**config.mk**
```make
export PLATFORM = sky130hd
export DESIGN_NAME = adc_channel_sample_demux_decoder_top
export DESIGN_NICKNAME = d
export VERILOG_FILES = /design/src/acsd_pkg.sv /design/src/adc_channel_sample_demux_decoder_top.sv /design/src/acsd_decode.sv
export SDC_FILE = /design/constraint.sdc
export NUM_CORES = 1
export LEC_CHECK = 0
export BUFFER_PORTS_ARGS = -buffer_cell sky130_fd_sc_hd__buf_2
export CORE_ASPECT_RATIO = 0.75
export CORE_MARGIN = 8
export CORE_UTILIZATION = 49
export CTS_CLUSTER_DIAMETER = 200
export DETAILED_ROUTE_END_ITERATION = 6
export PLACE_DENSITY = 0.76
export SETUP_SLACK_MARGIN = 0.15
export SYNTH_ARGS = -nofsm -noshare
export SYNTH_HDL_FRONTEND = slang
export SYNTH_SLANG_ARGS = --single-unit
export TNS_END_PERCENT = 30
```
**constraint.sdc**
```tcl
create_clock -name clk_i -period 3.1 [get_ports clk_i]
set_clock_uncertainty 0.1 [all_clocks]
set_input_delay 0.465 -clock clk_i [delete_from_list [all_inputs] [get_ports clk_i]]
set_output_delay 0.465 -clock clk_i [all_outputs]
set_load 0.005 [all_outputs]
```
**src/acsd_pkg.sv**
```systemverilog
package acsd_pkg;

  localparam int unsigned Channels    = 4;
  localparam int unsigned PosW        = 2;
  localparam int unsigned StatusW     = 9;
  localparam int unsigned LimitsW     = 11;
  localparam int unsigned CfgDataW    = 11;
  localparam int unsigned SampleW     = 16;
  localparam int unsigned ValueW      = 16;

  localparam logic [11:0] DataMask    = 12'hFFF;
  localparam logic [12:0] DataOffset  = 13'h7FF;
  localparam int unsigned FracBits    = 3;

  localparam logic [StatusW-1:0] StatusReset = 9'd256;
  localparam logic [LimitsW-1:0] LimitsReset = 11'd1536;

  typedef enum logic [1:0] {
    CfgStatus = 2'd0,
    CfgLimits = 2'd1,
    CfgSelect = 2'd2
  } acsd_cfg_e;

  typedef enum logic [1:0] {
    StatOk        = 2'd0,
    StatVerifyErr = 2'd1,
    StatChanOff   = 2'd2
  } acsd_status_e;

  typedef struct packed {
    logic signed [ValueW-1:0] value;
    logic                     overload;
    acsd_status_e             status;
  } acsd_result_t;

  typedef struct packed {
    logic            emit;
    logic            sel_on;
    logic [2:0]      count;
    logic [PosW-1:0] pos_next;
    acsd_result_t    result;
  } acsd_dec_t;

endpackage

```
**src/adc_channel_sample_demux_decoder_top.sv**
```systemverilog
// Demultiplexes the interleaved words of a four-channel converter buffer and
// decodes the words of the selected channel. One request per cycle is taken
// and its result shows next cycle on the output register; the input stalls
// only while that register holds a result not taken in the same cycle. Words
// of other channels give no output; with the selected channel off every word
// gives a channel-off result. tuser is the restart flag of a buffer's first
// word. Write the configuration only while no request is in flight.
module adc_channel_sample_demux_decoder_top import acsd_pkg::*; (
  input  logic                clk_i,
  input  logic                rst_ni,

  input  logic                cfg_we_i,
  input  logic [1:0]          cfg_idx_i,
  input  logic [CfgDataW-1:0] cfg_wdata_i,

  input  logic                s_axis_tvalid_i,
  output logic                s_axis_tready_o,
  input  logic [SampleW-1:0]  s_axis_tdata_i,   // sample_word
  input  logic                s_axis_tuser_i,   // restart

  output logic                m_axis_tvalid_o,
  input  logic                m_axis_tready_i,
  output logic [ValueW-1:0]   m_axis_tdata_o,   // scaled_value
  output logic [2:0]          m_axis_tuser_o    // overload, result_status
);

  logic [StatusW-1:0] status_q;
  logic [LimitsW-1:0] limits_q;
  logic [1:0]         sel_q;
  logic [PosW-1:0]    pos_q;
  logic               out_valid_q, out_valid_d;
  acsd_result_t       out_q;
  acsd_dec_t          dec;
  logic               s_acc;

  always_ff @(posedge clk_i or negedge rst_ni) begin
    if (!rst_ni) begin
      status_q <= StatusReset;
      limits_q <= LimitsReset;
      sel_q    <= '0;
    end else if (cfg_we_i) begin
      case (cfg_idx_i)
        CfgStatus: status_q <= cfg_wdata_i[StatusW-1:0];
        CfgLimits: limits_q <= cfg_wdata_i[LimitsW-1:0];
        CfgSelect: sel_q    <= cfg_wdata_i[1:0];
        default:   ;
      endcase
    end
  end

  acsd_decode u_decode (
    .sample_i  (s_axis_tdata_i),
    .restart_i (s_axis_tuser_i),
    .pos_i     (pos_q),
    .status_i  (status_q),
    .limits_i  (limits_q),
    .sel_i     (sel_q),
    .dec_o     (dec)
  );

  assign s_axis_tready_o = !out_valid_q || m_axis_tready_i;
  assign s_acc           = s_axis_tvalid_i && s_axis_tready_o;

  always_comb begin
    out_valid_d = out_valid_q;
    if (m_axis_tready_i) begin
      out_valid_d = 1'b0;
    end
    if (s_acc && dec.emit) begin
      out_valid_d = 1'b1;
    end
  end

  always_ff @(posedge clk_i or negedge rst_ni) begin
    if (!rst_ni) begin
      pos_q       <= '0;
      out_valid_q <= 1'b0;
    end else begin
      out_valid_q <= out_valid_d;
      if (s_acc) begin
        pos_q <= dec.pos_next;
      end
    end
  end

  always_ff @(posedge clk_i) begin
    if (s_acc && dec.emit) begin
      out_q <= dec.result;
    end
  end

  assign m_axis_tvalid_o = out_valid_q;
  assign m_axis_tdata_o  = out_q.value;
  assign m_axis_tuser_o  = {out_q.status, out_q.overload};

  assert property (@(posedge clk_i) disable iff (!rst_ni)
    s_acc && !dec.sel_on |=> out_valid_q && (out_q.status == StatChanOff))
    else $error("disabled channel request did not give a result");

  assert property (@(posedge clk_i) disable iff (!rst_ni)
    s_acc && (dec.count == 3'd0) |=> pos_q == '0)
    else $error("position moved with no channel enabled");

  assert property (@(posedge clk_i) disable iff (!rst_ni)
    out_valid_q && out_q.overload |-> (out_q.status == StatOk) && (out_q.value == '0))
    else $error("overload result carries data or error");

  assert property (@(posedge clk_i) disable iff (!rst_ni)
    out_valid_q && (out_q.status != StatOk) |-> !out_q.overload && (out_q.value == '0))
    else $error("error result carries data");

  assert property (@(posedge clk_i) disable iff (!rst_ni)
    out_valid_q && !m_axis_tready_i |-> !s_axis_tready_o)
    else $error("input taken while result is stalled");

endmodule

```
**src/acsd_decode.sv**
```systemverilog
module acsd_decode import acsd_pkg::*; (
  input  logic [SampleW-1:0] sample_i,
  input  logic               restart_i,
  input  logic [PosW-1:0]    pos_i,
  input  logic [StatusW-1:0] status_i,
  input  logic [LimitsW-1:0] limits_i,
  input  logic [1:0]         sel_i,
  output acsd_dec_t          dec_o
);

  always_comb begin
    logic [PosW-1:0]        pos_eff;
    logic [2:0]             count;
    logic [1:0]             slot;
    logic                   sel_on;
    logic [1:0]             gain;
    logic signed [12:0]     centered;
    logic signed [ValueW-1:0] scaled;
    logic [2:0]             pos_inc;

    pos_eff = restart_i ? '0 : pos_i;
    count   = '0;
    slot    = '0;
    sel_on  = 1'b0;
    for (int unsigned c = 0; c < Channels; c++) begin
      if (status_i[4+c]) begin
        if (sel_i == 2'(c)) begin
          sel_on = 1'b1;
          slot   = count[1:0];
        end
        count = count + 3'd1;
      end
    end

    gain     = limits_i[2*sel_i +: 2];
    centered = $signed({1'b0, sample_i[11:0] & DataMask}) - $signed(DataOffset);
    scaled   = ValueW'(centered) <<< FracBits;

    dec_o        = '0;
    dec_o.sel_on = sel_on;
    dec_o.count  = count;
    dec_o.result.status = StatOk;

    if (!sel_on) begin
      dec_o.emit          = 1'b1;
      dec_o.result.status = StatChanOff;
    end else if (pos_eff == slot) begin
      dec_o.emit = 1'b1;
      if (sample_i[13]) begin
        dec_o.result.status = StatVerifyErr;
      end else if (sample_i[12]) begin
        dec_o.result.overload = 1'b1;
      end else if (status_i[8] && (sample_i[15:14] != sel_i)) begin
        dec_o.result.status = StatVerifyErr;
      end else begin
        dec_o.result.value = scaled >>> gain;
      end
    end

    pos_inc = {1'b0, pos_eff} + 3'd1;
    if ((count == 3'd0) || (pos_inc >= count)) begin
      dec_o.pos_next = '0;
    end else begin
      dec_o.pos_next = pos_inc[PosW-1:0];
    end
  end

endmodule
```
==> run_results.csv <==
group,metric,value,unit
routing,dr.pass1.iters,4,
yosys,synth_area,2490,um2
clock_tree,clkLatencyLatePin,0.29,ns
routing,viasPerCell,5.66,
yosys,synth_edf_count,19,
yosys,synth_cells,236,
routing,drc,0,
place,post-dp-hpwl,4180,um
floorplan,std_cell_rows,22,
routing,wl_met1,2610,um
status,status,"finished, final reports clean",
floorplan,start_util,0.509,
sta,rsz0062_at_grt,"false",
clock_tree,cts.sinks,37,
routing,vias,1971,
worst_setup_path,crit_fanout,4,
sta,setup_tns,0,ns
sta,max_freq,0.367,GHz
sta,fin_crit,2.73,ns
yosys,yosysTopAreaCell,"edfxtp_1",
floorplan,die_h,77.8,um
pwr,leakagePower,1.29,nW
yosys,ys_seq_area_frac,0.410,
cells_and_area,antennaDiodeCount,0,
clock_tree,cts_inserted_buffers,5,
sta,finalSetupViolations,0,
hold_path,hold_path.class,"primary input to asynchronous set/reset pin",
floorplan,io_pins,56,
clock_tree,clkTransAtPathRegs,0.08,ns
yosys,yosys_warnings,0,
cells_and_area,drive_gt1_frac,0.326,
floorplan,fp.dieW,98.4,um
floorplan,core_region_area,4900,um2
cells_and_area,finalNonFillerCells,348,
worst_setup_path,critPathLaunch,"status_q[5]",
worst_setup_path,reg2reg_from,"status_q[5]",
worst_setup_path,path_class,"register to register",
yosys,synth_largest_type_area_fraction,0.229,
cells_and_area,final_nets,330,
routing,wl_met2,2360,um
worst_setup_path,worstSetupEndpointType,"register",
cells_and_area,fill_cells,423,
grt,grt_max_degree,24,
yosys,avgSynthCellArea,10.6,um2
sta,worst_pin_slew,0.836,ns
clock_tree,cts_tree,"yes",
clock_tree,htree_levels,2,
yosys,synth-async-reset-ratio,0.486,
sta,hold_viol,0,
yosys,synth.distinct_cells,53,
grt,grt_util_all_layers,0.148,
place,io_buffers,53,
routing,ant_nets,0,
routing,dr.first_iter.drc_count,126,
pwr,ir_worst_vdd,0.321,mV
grt,antenna_found_initial,0,
clock_tree,cts_setup_buffers,0,
worst_setup_path,critPathCapture,"pos_q[0]",
grt,grt_first_pass_wirelength,9380,um
place,place_inst,340,
worst_setup_path,ff2ff_path_depth,11,
routing,routed_wl,5430,um
clock_tree,clockBufferDepth,2,
cells_and_area,syn_to_final_growth,17.7,%
yosys,yosys_register_bits,37,
worst_setup_path,r2r_end,"pos_q[0]",
pwr,p_per_area,649,nW/um2
job,max-cap-violations,0,
routing,top_layer,"met4",
worst_setup_path,start_kind,"register",
sta,finalCritPeriodShare,0.880,
clock_tree,cts_root_buffer,"clkbuf_8",
yosys,synth_flop_cell,"edfxtp_1",
yosys,synth_nets,279,
grt,grt_pass1_vias,1932,
sta,relSlewSlack,0.442,
floorplan,die-area,7650,um2
worst_setup_path,regToRegSetupSlack,0.37,ns
routing,wl_met3,439,um
place,gp_congestion,0.915,
worst_setup_path,cp_data_arrival_time,2.86,ns
grt,overflow,0,
yosys,synth_area_leaders,"edfxtp_1, dfrtp_1, mux2_2",
routing,avgRoutedWirePerCell,15.6,um
sta,slew_violations,0,
worst_setup_path,required,3.23,ns
registers in the layout, summed over array words and instances (netlist names):
signal           cells
pos_q                2
m_axis_tvalid_o      1
m_axis_tuser_o       3
m_axis_tdata_o      16
status_q             5
limits_q             8
sel_q                2
through the flow:
step | instance area [um2] | power (mW) | worst slack [ns] | utilization | hold WS [ns]
finish | 2930 | 1.90 | 0.372 | 0.599 | 0.00589
CTS | 2930 | 1.91 | 0.224 | 0.598 | 0.00239
detailed placement | 2790 | 1.40 | 0.249 | 0.570 | 0.322
floorplan | 2490 | 1.23 | 0.425 | - | 0.0694
global placement | 2790 | 1.38 | 0.326 | 0.570 | 0.322
global route | 2930 | 2.03 | 0.197 | 0.599 | 0.0176
worst max-delay path, cell delays in order, from the launching register on:
cell       delay (ns)
dfrtp_1          0.40
inv_1            0.08
ha_1             0.34
xor2_2           0.25
ha_1             0.29
mux2i_2          0.20
ha_1             0.26
a21oi_1          0.13
nor2b_1          0.07
a2111oi_2        0.28
nor2b_1          0.18
a21o_1           0.09
what timing repair did:
item	in CTS	in global routing
gates resized for setup	0	1
endpoints found under the hold margin	0	0
hold buffers	0	0
endpoints found under the setup margin	0	1
metal layers:
layer | global-route usage | vias to the layer above
li1 | - | 981
met1 | 0.200 | 919
met2 | 0.213 | 69
met3 | 0.0579 | 2
met4 | 0.0412 | 0
met5 | 0 | -
cells in the mapped netlist (all sizes together), types with 2 or more instances:
cell type  count
a211oi         3
a21o           6
a21oi         14
a22oi          2
and2           5
and4           2
and4b          2
buf           10
clkbuf         2
dfrtp         17
edfxtp        19
ha             8
inv            5
mux2          16
mux2i         15
mux4           3
nand2         12
nand2b         5
nand3          7
nand3b         2
nand4          4
nor2          26
nor2b          5
nor3           8
nor3b          4
o21ai          7
xnor2          5
xor2           4
cells by family after synthesis:
kind of cell	after synthesis	synth area share
buffers and inverters	17	0.0341
AO/OA/AOI/OAI	45	0.132
AND/OR/NAND/NOR	86	0.190
XOR/XNOR	9	0.0346
multiplexers	34	0.160
flip-flops	37	0.410
adder cells (fa/ha/maj)	8	0.0402
final cells by class:
| cell class | count | area [um2] | share of cell area |
|---|---|---|---|
| inverters | 5 | 18.8 | 0.00640 |
| repair buffers | 56 | 288 | 0.0981 |
| clock inverters | 3 | 68.8 | 0.0235 |
| well taps | 60 | 75.1 | 0.0256 |
| clock buffers | 5 | 68.8 | 0.0235 |
| multi-input cells | 182 | 1390 | 0.474 |
| flip-flops and latches | 37 | 1020 | 0.349 |
how the worst min path moves through the flow:
stage	to	slack [ns]	cells past startpoint
2_1_floorplan	limits_q[0]	0.07	0
3_3_place_gp	limits_q[4]	0.32	1
3_5_place_dp	limits_q[2]	0.32	1
4_1_cts	limits_q[3]	0.002	1
5_1_grt	limits_q[3]	0.02	1
6_report	limits_q[3]	0.006	1
placed cells by master (no fill, tap or decap), types with 4 or more instances in the layout:
master and instances:
xnor2_1 5, mux2i_1 14, nand3_1 7, nor2_1 25, dfrtp_1 17, nor3b_1 4
ha_1 8, nand2_1 12, nor2b_1 5, clkbuf_8 5, a21o_1 6, edfxtp_1 19
nor3_1 8, nand2b_1 5, inv_1 5, buf_2 53, mux2_2 16, o21ai_0 7
a21oi_1 14
power breakdown:
| part | internal, mW | switching [mW] |
|---|---|---|
| clock network | 0.324 | 0.180 |
| logic | 0.331 | 0.393 |
| registers | 0.621 | 0.0547 |
Power figures use the tool's default switching activity.
